--- src/sv/whf_pkg.sv ---
// Shared constants, codes and helper functions for the waypoint heading follower.
package whf_pkg;

  localparam int unsigned MAX_WAYPOINTS = 8;
  localparam int unsigned SLOT_W  = (MAX_WAYPOINTS > 1) ? $clog2(MAX_WAYPOINTS) : 1;
  localparam int unsigned COUNT_W = $clog2(MAX_WAYPOINTS + 1);

  localparam int unsigned CORDIC_STEPS = 16;
  localparam int unsigned STEP_W = 5;

  // input item codes
  localparam logic [1:0] FUNC_TICK   = 2'd0;
  localparam logic [1:0] FUNC_APPEND = 2'd1;
  localparam logic [1:0] FUNC_CLEAR  = 2'd2;
  localparam logic [1:0] FUNC_SPARE  = 2'd3;

  // configuration register indexes
  localparam logic [2:0] CFG_GAIN_P    = 3'd0;
  localparam logic [2:0] CFG_CRUISE    = 3'd1;
  localparam logic [2:0] CFG_TURN      = 3'd2;
  localparam logic [2:0] CFG_RADIUS    = 3'd3;
  localparam logic [2:0] CFG_TOLERANCE = 3'd4;
  localparam logic [2:0] CFG_HALT      = 3'd5;

  // reported phase codes
  localparam logic [1:0] PH_IDLE    = 2'd0;
  localparam logic [1:0] PH_ROTATE  = 2'd1;
  localparam logic [1:0] PH_DRIVE   = 2'd2;
  localparam logic [1:0] PH_ARRIVED = 2'd3;

  localparam logic [15:0] GAIN_P_RST    = 16'd128;
  localparam logic [14:0] CRUISE_RST    = 15'd1229;
  localparam logic [14:0] TURN_RST      = 15'd1638;
  localparam logic [15:0] RADIUS_RST    = 16'd6554;
  localparam logic [7:0]  TOLERANCE_RST = 8'd12;

  localparam logic signed [17:0] HALF_TURN    = 18'sd11520;
  localparam logic signed [17:0] FULL_TURN    = 18'sd23040;
  localparam logic        [15:0] QUARTER_TURN = 16'd5760;
  localparam logic        [31:0] DEG2RAD_Q24  = 32'd292818;

  // atan(2^-i) in Q16 degrees
  function automatic logic [21:0] atan_q16(input logic [STEP_W-1:0] i);
    logic [21:0] r;
    case (i)
      5'd0:  r = 22'd2949120;
      5'd1:  r = 22'd1740967;
      5'd2:  r = 22'd919879;
      5'd3:  r = 22'd466945;
      5'd4:  r = 22'd234379;
      5'd5:  r = 22'd117304;
      5'd6:  r = 22'd58666;
      5'd7:  r = 22'd29335;
      5'd8:  r = 22'd14668;
      5'd9:  r = 22'd7334;
      5'd10: r = 22'd3667;
      5'd11: r = 22'd1833;
      5'd12: r = 22'd917;
      5'd13: r = 22'd458;
      5'd14: r = 22'd229;
      5'd15: r = 22'd115;
      5'd16: r = 22'd57;
      5'd17: r = 22'd29;
      5'd18: r = 22'd14;
      5'd19: r = 22'd7;
      5'd20: r = 22'd4;
      5'd21: r = 22'd2;
      5'd22: r = 22'd1;
      default: r = 22'd0;
    endcase
    return r;
  endfunction

  // heading error in 1/64 degree, wrapped into a half turn, optionally flipped
  function automatic logic signed [15:0] heading_err(input logic signed [8:0]  bdeg,
                                                     input logic signed [14:0] hdg,
                                                     input logic               back);
    logic signed [17:0] v;
    v = 18'(signed'({bdeg, 6'b0})) - 18'(hdg);
    if (v > HALF_TURN) begin
      v = v - FULL_TURN;
    end else if (v < -HALF_TURN) begin
      v = v + FULL_TURN;
    end
    if (back) begin
      v = HALF_TURN - v;
      if (v > HALF_TURN) begin
        v = v - FULL_TURN;
      end else if (v < -HALF_TURN) begin
        v = v + FULL_TURN;
      end
    end
    return v[15:0];
  endfunction

endpackage

--- src/sv/whf_cordic.sv ---
// Iterative first-quadrant vectoring CORDIC giving whole degrees 0..90.
module whf_cordic (
  input  logic        clk_i,
  input  logic        rst_ni,
  input  logic        start_i,
  input  logic [32:0] ax_i,
  input  logic [32:0] ay_i,
  output logic        done_o,
  output logic [6:0]  deg_o
);

  localparam int unsigned STEP_W = whf_pkg::STEP_W;

  logic signed [35:0] x_q, y_q, xs, ys, ny;
  logic signed [24:0] z_q, zc, zr, ang;
  logic [whf_pkg::STEP_W-1:0] step_q;
  logic busy_q, done_q;

  always_comb begin
    xs  = x_q >>> step_q;
    ny  = -y_q;
    ys  = y_q[35] ? -(ny >>> step_q) : (y_q >>> step_q);
    ang = signed'({3'b0, whf_pkg::atan_q16(step_q)});
    zc  = z_q[24] ? 25'sd0 : z_q;
    zr  = (zc + 25'sd32768) >>> 16;
    deg_o = (zr > 25'sd90) ? 7'd90 : zr[6:0];
  end

  assign done_o = done_q;

  always_ff @(posedge clk_i or negedge rst_ni) begin
    if (!rst_ni) begin
      busy_q <= 1'b0;
      done_q <= 1'b0;
      step_q <= '0;
    end else begin
      done_q <= 1'b0;
      if (start_i) begin
        x_q    <= signed'({3'b0, ax_i});
        y_q    <= signed'({3'b0, ay_i});
        z_q    <= '0;
        step_q <= '0;
        busy_q <= 1'b1;
      end else if (busy_q) begin
        if (y_q > 36'sd0) begin
          x_q <= x_q + ys;
          y_q <= y_q - xs;
          z_q <= z_q + ang;
        end else begin
          x_q <= x_q - ys;
          y_q <= y_q + xs;
          z_q <= z_q - ang;
        end
        step_q <= step_q + 1'b1;
        if (step_q == STEP_W'(whf_pkg::CORDIC_STEPS - 1)) begin
          busy_q <= 1'b0;
          done_q <= 1'b1;
        end
      end
    end
  end

endmodule

--- src/sv/waypoint_heading_follower.sv ---
// Waypoint heading follower top level: sequencer, waypoint memory and shared multiplier.
//
// Every input transfer yields exactly one result transfer. Append, clear and
// unused codes go straight to the output state; so does a pose tick in halt
// mode or with an empty table. A real tick runs the 16-step atan CORDIC, then
// either rotates, or steps through the multiplier states and arrives or
// drives; a new waypoint is first read from memory in ST_READ and ST_TARGET.
// One 32x32 multiplier, shared by states ST_MX to ST_MM, does the arrival
// test and the proportional heading term. in_ready_o is high only while the
// sequencer is idle; a finished result waits in the output register while the
// next item is taken. Configuration writes are single-cycle and must be made
// while idle. The waypoint table holds 8 entries; slots never appended read as
// undefined and are never selected.
module waypoint_heading_follower (
  input  logic               clk_i,
  input  logic               rst_ni,
  input  logic               cfg_we_i,
  input  logic [2:0]         cfg_idx_i,
  input  logic [15:0]        cfg_data_i,
  input  logic               in_valid_i,
  output logic               in_ready_o,
  input  logic [1:0]         func_i,
  input  logic signed [31:0] pos_x_i,
  input  logic signed [31:0] pos_y_i,
  input  logic signed [14:0] heading_i,
  output logic               out_valid_o,
  input  logic               out_ready_i,
  output logic signed [15:0] linear_cmd_o,
  output logic signed [15:0] angular_cmd_o,
  output logic [1:0]         phase_o,
  output logic [2:0]         target_slot_o,
  output logic               reversing_o
);

  localparam int unsigned SLOT_W  = whf_pkg::SLOT_W;
  localparam int unsigned COUNT_W = whf_pkg::COUNT_W;
  localparam int unsigned MAX_WP  = whf_pkg::MAX_WAYPOINTS;

  typedef enum logic [3:0] {
    ST_IDLE, ST_READ, ST_TARGET, ST_DIFF, ST_START, ST_WAIT, ST_ERR,
    ST_MX, ST_MY, ST_MR, ST_MP, ST_MM, ST_OUT
  } state_e;

  typedef enum logic [1:0] {TP_SELECT, TP_ROTATE, TP_DRIVE} travel_e;

  state_e  state_q;
  travel_e travel_q;

  // configuration
  logic [15:0] gain_p_q, radius_q;
  logic [14:0] cruise_q, turn_q;
  logic [7:0]  tol_q;
  logic        halt_q;

  // control state
  logic [COUNT_W-1:0] count_q;
  logic [SLOT_W-1:0]  next_slot_q, cur_slot_q, sel_slot;
  logic [COUNT_W-1:0] sel_ext, sel_inc;
  logic               back_q, select_q;

  // datapath
  logic signed [31:0] pos_x_q, pos_y_q, tgt_x_q, tgt_y_q;
  logic signed [14:0] hdg_q;
  logic signed [32:0] dx_q, dy_q;
  logic [32:0]        ax, ay;
  logic signed [15:0] e_q;
  logic [14:0]        e_abs_q;
  logic [32:0]        sum_q;
  logic [29:0]        pabs_q;
  logic signed [15:0] res_lin_q, res_ang_q;
  logic [1:0]         res_ph_q;

  // waypoint memory
  logic [63:0] wp_mem [MAX_WP];
  logic [63:0] rd_q;

  // shared multiplier
  logic [31:0] mul_a, mul_b;
  logic [63:0] prod;

  // cordic
  logic       cor_start, cor_done;
  logic [6:0] cor_deg;

  // bearing / error
  logic signed [8:0]  bdeg, adeg;
  logic signed [15:0] e_fwd, e_new;
  logic [15:0]        e_fwd_abs, e_new_abs;
  logic               bk_new, far;
  logic [13:0]        tol64;
  logic [63:0]        mag_sum;
  logic [37:0]        mag;
  logic               neg;
  logic signed [15:0] sat;
  logic [SLOT_W+2:0]  slot_ext;

  logic in_fire, do_append;

  assign in_ready_o = (state_q == ST_IDLE);
  assign in_fire    = in_valid_i && in_ready_o;
  assign do_append  = in_fire && (func_i == whf_pkg::FUNC_APPEND) &&
                      (count_q < COUNT_W'(MAX_WP));

  assign cor_start = (state_q == ST_START);

  whf_cordic u_cordic (
    .clk_i   (clk_i),
    .rst_ni  (rst_ni),
    .start_i (cor_start),
    .ax_i    (ax),
    .ay_i    (ay),
    .done_o  (cor_done),
    .deg_o   (cor_deg)
  );

  always_comb begin
    ax = dx_q[32] ? 33'(-dx_q) : 33'(dx_q);
    ay = dy_q[32] ? 33'(-dy_q) : 33'(dy_q);
    far = (ax[32:16] != 17'd0) || (ay[32:16] != 17'd0);

    // slot choice for a new waypoint
    sel_slot = (COUNT_W'(next_slot_q) < count_q) ? next_slot_q : '0;
    sel_ext  = COUNT_W'(sel_slot);
    sel_inc  = sel_ext + 1'b1;

    // bearing in whole degrees from the quadrant and special axes
    adeg = signed'({2'b0, cor_deg});
    if (dy_q == 33'sd0) begin
      bdeg = dx_q[32] ? -9'sd180 : 9'sd0;
    end else if (dx_q == 33'sd0) begin
      bdeg = dy_q[32] ? -9'sd90 : 9'sd90;
    end else if (!dx_q[32]) begin
      bdeg = dy_q[32] ? -adeg : adeg;
    end else begin
      bdeg = dy_q[32] ? (adeg - 9'sd180) : (9'sd180 - adeg);
    end

    e_fwd     = whf_pkg::heading_err(bdeg, hdg_q, 1'b0);
    e_fwd_abs = e_fwd[15] ? 16'(-e_fwd) : 16'(e_fwd);
    bk_new    = select_q ? (e_fwd_abs >= whf_pkg::QUARTER_TURN) : back_q;
    e_new     = whf_pkg::heading_err(bdeg, hdg_q, bk_new);
    e_new_abs = e_new[15] ? 16'(-e_new) : 16'(e_new);
    tol64     = {tol_q, 6'b0};

    case (state_q)
      ST_MX:   begin mul_a = {16'd0, ax[15:0]};   mul_b = {16'd0, ax[15:0]}; end
      ST_MY:   begin mul_a = {16'd0, ay[15:0]};   mul_b = {16'd0, ay[15:0]}; end
      ST_MR:   begin mul_a = {16'd0, radius_q};   mul_b = {16'd0, radius_q}; end
      ST_MP:   begin mul_a = {16'd0, gain_p_q};   mul_b = {17'd0, e_abs_q};  end
      ST_MM:   begin mul_a = {2'd0, pabs_q};      mul_b = whf_pkg::DEG2RAD_Q24; end
      default: begin mul_a = '0;                  mul_b = '0;                end
    endcase
    prod = mul_a * mul_b;

    // round half away from zero, apply sign, saturate
    mag_sum = prod + 64'd33554432;
    mag     = mag_sum[63:26];
    neg     = e_q[15] ^ back_q;
    if (neg) begin
      sat = (mag > 38'd32768) ? -16'sd32768 : 16'(-signed'({1'b0, mag[15:0]}));
    end else begin
      sat = (mag > 38'd32767) ? 16'sd32767 : signed'(mag[15:0]);
    end

    slot_ext = {3'b0, cur_slot_q};
  end

  // waypoint memory
  always_ff @(posedge clk_i) begin
    if (do_append) begin
      wp_mem[count_q[SLOT_W-1:0]] <= {pos_y_i, pos_x_i};
    end
    rd_q <= wp_mem[cur_slot_q];
  end

  // configuration port
  always_ff @(posedge clk_i or negedge rst_ni) begin
    if (!rst_ni) begin
      gain_p_q <= whf_pkg::GAIN_P_RST;
      cruise_q <= whf_pkg::CRUISE_RST;
      turn_q   <= whf_pkg::TURN_RST;
      radius_q <= whf_pkg::RADIUS_RST;
      tol_q    <= whf_pkg::TOLERANCE_RST;
      halt_q   <= 1'b0;
    end else if (cfg_we_i) begin
      case (cfg_idx_i)
        whf_pkg::CFG_GAIN_P:    gain_p_q <= cfg_data_i;
        whf_pkg::CFG_CRUISE:    cruise_q <= cfg_data_i[14:0];
        whf_pkg::CFG_TURN:      turn_q   <= cfg_data_i[14:0];
        whf_pkg::CFG_RADIUS:    radius_q <= cfg_data_i;
        whf_pkg::CFG_TOLERANCE: tol_q    <= cfg_data_i[7:0];
        whf_pkg::CFG_HALT:      halt_q   <= cfg_data_i[0];
        default: ;
      endcase
    end
  end

  // sequencer
  always_ff @(posedge clk_i or negedge rst_ni) begin
    if (!rst_ni) begin
      state_q       <= ST_IDLE;
      travel_q      <= TP_SELECT;
      count_q       <= '0;
      next_slot_q   <= '0;
      cur_slot_q    <= '0;
      back_q        <= 1'b0;
      select_q      <= 1'b0;
      tgt_x_q       <= '0;
      tgt_y_q       <= '0;
      out_valid_o   <= 1'b0;
      linear_cmd_o  <= '0;
      angular_cmd_o <= '0;
      phase_o       <= whf_pkg::PH_IDLE;
      target_slot_o <= '0;
      reversing_o   <= 1'b0;
    end else begin
      // ST_OUT refills the output register itself
      if (out_valid_o && out_ready_i && (state_q != ST_OUT)) begin
        out_valid_o <= 1'b0;
      end
      case (state_q)
        ST_IDLE: begin
          if (in_fire) begin
            pos_x_q   <= pos_x_i;
            pos_y_q   <= pos_y_i;
            hdg_q     <= heading_i;
            res_lin_q <= '0;
            res_ang_q <= '0;
            res_ph_q  <= whf_pkg::PH_IDLE;
            select_q  <= 1'b0;
            state_q   <= ST_OUT;
            case (func_i)
              whf_pkg::FUNC_APPEND: begin
                if (do_append) count_q <= count_q + 1'b1;
              end
              whf_pkg::FUNC_CLEAR: begin
                count_q     <= '0;
                next_slot_q <= '0;
                travel_q    <= TP_SELECT;
                back_q      <= 1'b0;
              end
              whf_pkg::FUNC_TICK: begin
                if (!halt_q && count_q != '0) begin
                  if (travel_q == TP_SELECT) begin
                    cur_slot_q  <= sel_slot;
                    next_slot_q <= (sel_inc >= count_q) ? '0 : sel_inc[SLOT_W-1:0];
                    select_q    <= 1'b1;
                    state_q     <= ST_READ;
                  end else begin
                    state_q <= ST_DIFF;
                  end
                end
              end
              default: ;
            endcase
          end
        end
        ST_READ:   state_q <= ST_TARGET;
        ST_TARGET: begin
          tgt_x_q <= rd_q[31:0];
          tgt_y_q <= rd_q[63:32];
          state_q <= ST_DIFF;
        end
        ST_DIFF: begin
          dx_q    <= 33'(tgt_x_q) - 33'(pos_x_q);
          dy_q    <= 33'(tgt_y_q) - 33'(pos_y_q);
          state_q <= ST_START;
        end
        ST_START: state_q <= ST_WAIT;
        ST_WAIT:  if (cor_done) state_q <= ST_ERR;
        ST_ERR: begin
          back_q  <= bk_new;
          e_q     <= e_new;
          e_abs_q <= e_new_abs[14:0];
          if (select_q || travel_q == TP_ROTATE) begin
            if (e_new_abs < {2'b0, tol64}) begin
              travel_q <= TP_DRIVE;
              state_q  <= ST_MX;
            end else begin
              travel_q <= TP_ROTATE;
              res_ph_q <= whf_pkg::PH_ROTATE;
              if (e_new == 16'sd0) begin
                res_ang_q <= '0;
              end else if (e_new[15] ^ bk_new) begin
                res_ang_q <= -signed'({1'b0, turn_q});
              end else begin
                res_ang_q <= signed'({1'b0, turn_q});
              end
              state_q <= ST_OUT;
            end
          end else begin
            state_q <= ST_MX;
          end
        end
        ST_MX: begin
          sum_q   <= {1'b0, prod[31:0]};
          state_q <= ST_MY;
        end
        ST_MY: begin
          sum_q   <= sum_q + {1'b0, prod[31:0]};
          state_q <= ST_MR;
        end
        ST_MR: begin
          if (!far && sum_q < prod[32:0]) begin
            res_ph_q <= whf_pkg::PH_ARRIVED;
            travel_q <= TP_SELECT;
            state_q  <= ST_OUT;
          end else begin
            state_q <= ST_MP;
          end
        end
        ST_MP: begin
          pabs_q  <= prod[29:0];
          state_q <= ST_MM;
        end
        ST_MM: begin
          res_ph_q  <= whf_pkg::PH_DRIVE;
          res_ang_q <= sat;
          res_lin_q <= back_q ? -signed'({1'b0, cruise_q}) : signed'({1'b0, cruise_q});
          state_q   <= ST_OUT;
        end
        ST_OUT: begin
          if (!out_valid_o || out_ready_i) begin
            out_valid_o   <= 1'b1;
            linear_cmd_o  <= res_lin_q;
            angular_cmd_o <= res_ang_q;
            phase_o       <= res_ph_q;
            target_slot_o <= slot_ext[2:0];
            reversing_o   <= back_q;
            state_q       <= ST_IDLE;
          end
        end
        default: state_q <= ST_IDLE;
      endcase
    end
  end

endmodule
--- config.mk ---
export PLATFORM = sky130hd
export DESIGN_NAME = waypoint_heading_follower
export DESIGN_NICKNAME = d
export VERILOG_FILES = /design/src/sv/whf_pkg.sv /design/src/sv/whf_cordic.sv /design/src/sv/waypoint_heading_follower.sv
export SDC_FILE = /design/constraint.sdc
export NUM_CORES = 2
export LEC_CHECK = 0
export BUFFER_PORTS_ARGS = -buffer_cell sky130_fd_sc_hd__buf_4
export CAP_MARGIN = 40
export CORE_MARGIN = 4
export CORE_UTILIZATION = 52
export DETAILED_ROUTE_END_ITERATION = 8
export PLACE_DENSITY = 0.73
export REMOVE_ABC_BUFFERS = 1
export SLEW_MARGIN = 20
export SYNTH_ARGS = -nofsm -noshare
export SYNTH_HDL_FRONTEND = slang
export SYNTH_SLANG_ARGS = --single-unit
--- constraint.sdc ---
create_clock -name clk_i -period 37.1 [get_ports clk_i]
set_input_delay 5.565 -clock clk_i [delete_from_list [all_inputs] [get_ports clk_i]]
set_output_delay 5.565 -clock clk_i [all_outputs]
set_load 0.005 [all_outputs]
==> flow_summary.json <==
{
  "crit_type": "reg -> reg",
  "path_clk_slew_ns": 0.06,
  "synthToLayoutAreaGrowth_pct": 9.75,
  "io_buffers": 144,
  "critPathMaxFanout": 16,
  "synth_most_common_cell": "nand2_1",
  "rsz0062_at_grt": "false",
  "tns_ns": 0,
  "hold_path_class": "reg -> reg",
  "die_w_um": 410,
  "drt_pass1_iterations": 6,
  "fp-row-count": 147,
  "gp_congestion": 0.985,
  "ys_seq_area_share_pct": 38.5,
  "syn-mean-instance-area_um2": 10.2,
  "synth_top_area_share_pct": 31.0,
  "worstPathRequired_ns": 37.46,
  "cts_hold_buf": 0,
  "synthTopCellsByArea": "edfxtp_1 (31%), fa_1 (10%), ha_1 (6.5%), dfrtp_1 (5.3%), mux4_2 (5.0%)",
  "numCtsBuffers": 115,
  "slowest_stage": "and4_1",
  "min_period_over_period_pct": 36.1,
  "critical_path.startpoint_type": "register",
  "post_cts_resized": 0,
  "h-tree-depth": 3,
  "start_util_pct": 52.3,
  "grt_max_degree": 104,
  "grt_pass1_wl_mm": 377,
  "synth_top_cell_by_area": "edfxtp_1",
  "clock-root-buffer": "clkbuf_16",
  "antenna_found_initial": 29,
  "synth_commonest_cells": "nand2_1 (959), edfxtp_1 (867), inv_1 (826)",
  "grt_pass1_vias": 64743,
  "clock_latency_ns": 0.77,
  "ant_nets": 0,
  "timing.fmax_mhz": 74.7,
  "syn_inst": 8194,
  "drt_iter0_drc": 6649,
  "arrival_ns": 13.75,
  "cap_violations": 0,
  "grt-ovfl-total": 0,
  "slew_violations": 0,
  "fin_crit_ns": 13.39,
  "synth_seq_cells": 1130,
  "die_area_um2": 168000,
  "synthDistinctLibCells": 107,
  "synth_edf_count": 867,
  "dp_hpwl_mm": 179,
  "worst_pin_slew_ns": 0.940,
  "maxSlewHeadroom_pct": 36.9,
  "synth_async_sr_flop_share_pct": 17.6,
  "hold_viol": 0,
  "die_h_um": 410,
  "status": "finished, final reports clean",
  "coreArea_um2": 161000,
  "syn_area_um2": 84000,
  "r2r_slack_ns": 23.71,
  "cts_setup_buffers": 0,
  "clockBufferDepth": 3,
  "slowest_delay_ns": 0.76,
  "cp-end-kind": "register",
  "layout-drive-gt1-share_pct": 11.8,
  "setup_violations": 0,
  "vias": 65140,
  "nNetsFinal": 9267,
  "track_usage_pct": 28.8,
  "drc": 0,
  "clock_skew_ns": 0.0508,
  "wl_mm": 246,
  "via_per_inst": 6.15,
  "cts_tree": "built",
  "ys.warnings.count": 0,
  "cts_sinks": 1130,
  "io_pins": 145,
  "synthFlopType": "edfxtp_1",
  "wl_per_cell_um": 23.2
}
final timing paths:
| check | cells after the start | from | end |
|---|---|---|---|
| max reg2reg | 44 | dx_q[0]$_DFFE_PP_ | res_ang_q[12]$_DFFE_PP_ |
| min in group asynchronous | 1 | rst_ni | count_q[1]$_DFFE_PN0P_ |
| min | 2 | rd_q[0]$_DFF_P_ | tgt_x_q[0]$_DFFE_PN0P_ |
| max in group asynchronous | 5 | rst_ni | turn_q[5]$_DFFE_PN1P_ |
| max | 44 | dx_q[0]$_DFFE_PP_ | res_ang_q[12]$_DFFE_PP_ |
| min reg2reg | 2 | rd_q[0]$_DFF_P_ | tgt_x_q[0]$_DFFE_PN0P_ |
sequential cells by signal, summed over array words and instances, names as in the netlist, 8 cells and up:
register	flops
angular_cmd_o	16
pabs_q	30
hdg_q	15
pos_y_q	32
cruise_q	15
u_cordic.x_q	36
tol_q	8
e_abs_q	14
tgt_x_q	32
dy_q	33
u_cordic.z_q	25
res_ang_q	16
u_cordic.y_q	36
pos_x_q	32
rd_q	64
sum_q	33
radius_q	16
res_lin_q	16
dx_q	33
wp_mem	512
gain_p_q	16
turn_q	15
linear_cmd_o	16
tgt_y_q	32
cell type report:
type	instances	area, µm²
Tap cell	2160	2700
Clock buffer	147	3080
Fill cell	13243	68400
Inverter	830	3120
Antenna cell	21	52.6
Sequential cell	1130	32300
Clock inverter	70	883
Multi-Input combinational cell	5948	47600
Timing Repair Buffer	279	2370
stage by stage:
step	util [%]	cells	setup WS (ns)	instance area, µm²	hold WS (ns)
floorplan	-	7908	24.34	82900	0.410
global placement	54.6	10310	23.97	87600	0.418
detailed placement	54.8	10336	23.72	88000	0.423
CTS	57.3	10553	23.62	91900	0.417
global route	57.4	10574	22.92	92100	0.458
finish	57.4	10585	23.71	92200	0.405
cells in the final DEF (no fill, tap or decap), types with 115 or more instances in the layout:
cell	n
a21oi_1	325
nor2_1	614
clkbuf_16	115
mux2_2	187
ha_1	434
nand3_1	156
edfxtp_1	867
buf_4	247
inv_1	824
mux4_2	187
dfrtp_1	168
fa_1	424
nor3_1	168
xnor2_1	259
nand2_1	956
xor2_1	202
o21ai_0	396
metal layers:
layer  global-route usage (%)  vias up  wire length (µm)
met5                        0        -                65
met4                     13.4       10             12500
met2                     45.6     2964            113000
li1                         -    29207                 -
met3                     5.59      615             21100
met1                     38.3    32344             99000
cells by family (layout without fill, tap and decap cells):
group | count (synthesis) | in the layout | synth area share, %
DFF | 1130 | 1130 | 38.5
muxes | 479 | 479 | 8.77
buffers and inverters | 1198 | 1326 | 5.39
and+or+nand+nor | 2510 | 2510 | 13.8
AOI/OAI and AO/OA | 1555 | 1555 | 12.1
other | 2 | 105 | 0.00894
adders and majority gates | 858 | 858 | 16.6
xor gates and xnor gates | 462 | 462 | 4.83
worst max-delay path, delay by kind of cell (launching register included):
kind,cells,cell delay (ns)
xor gates and xnor gates,2,0.64
DFF,1,0.44
and+or+nand+nor,25,7.78
buffers and inverters,4,0.65
AOI/OAI and AO/OA,9,2.64
adders and majority gates,4,0.84
Power is left out: the tool's default activity adds up to more than one toggle a clock period on the data nets, which glitch-free logic cannot reach.
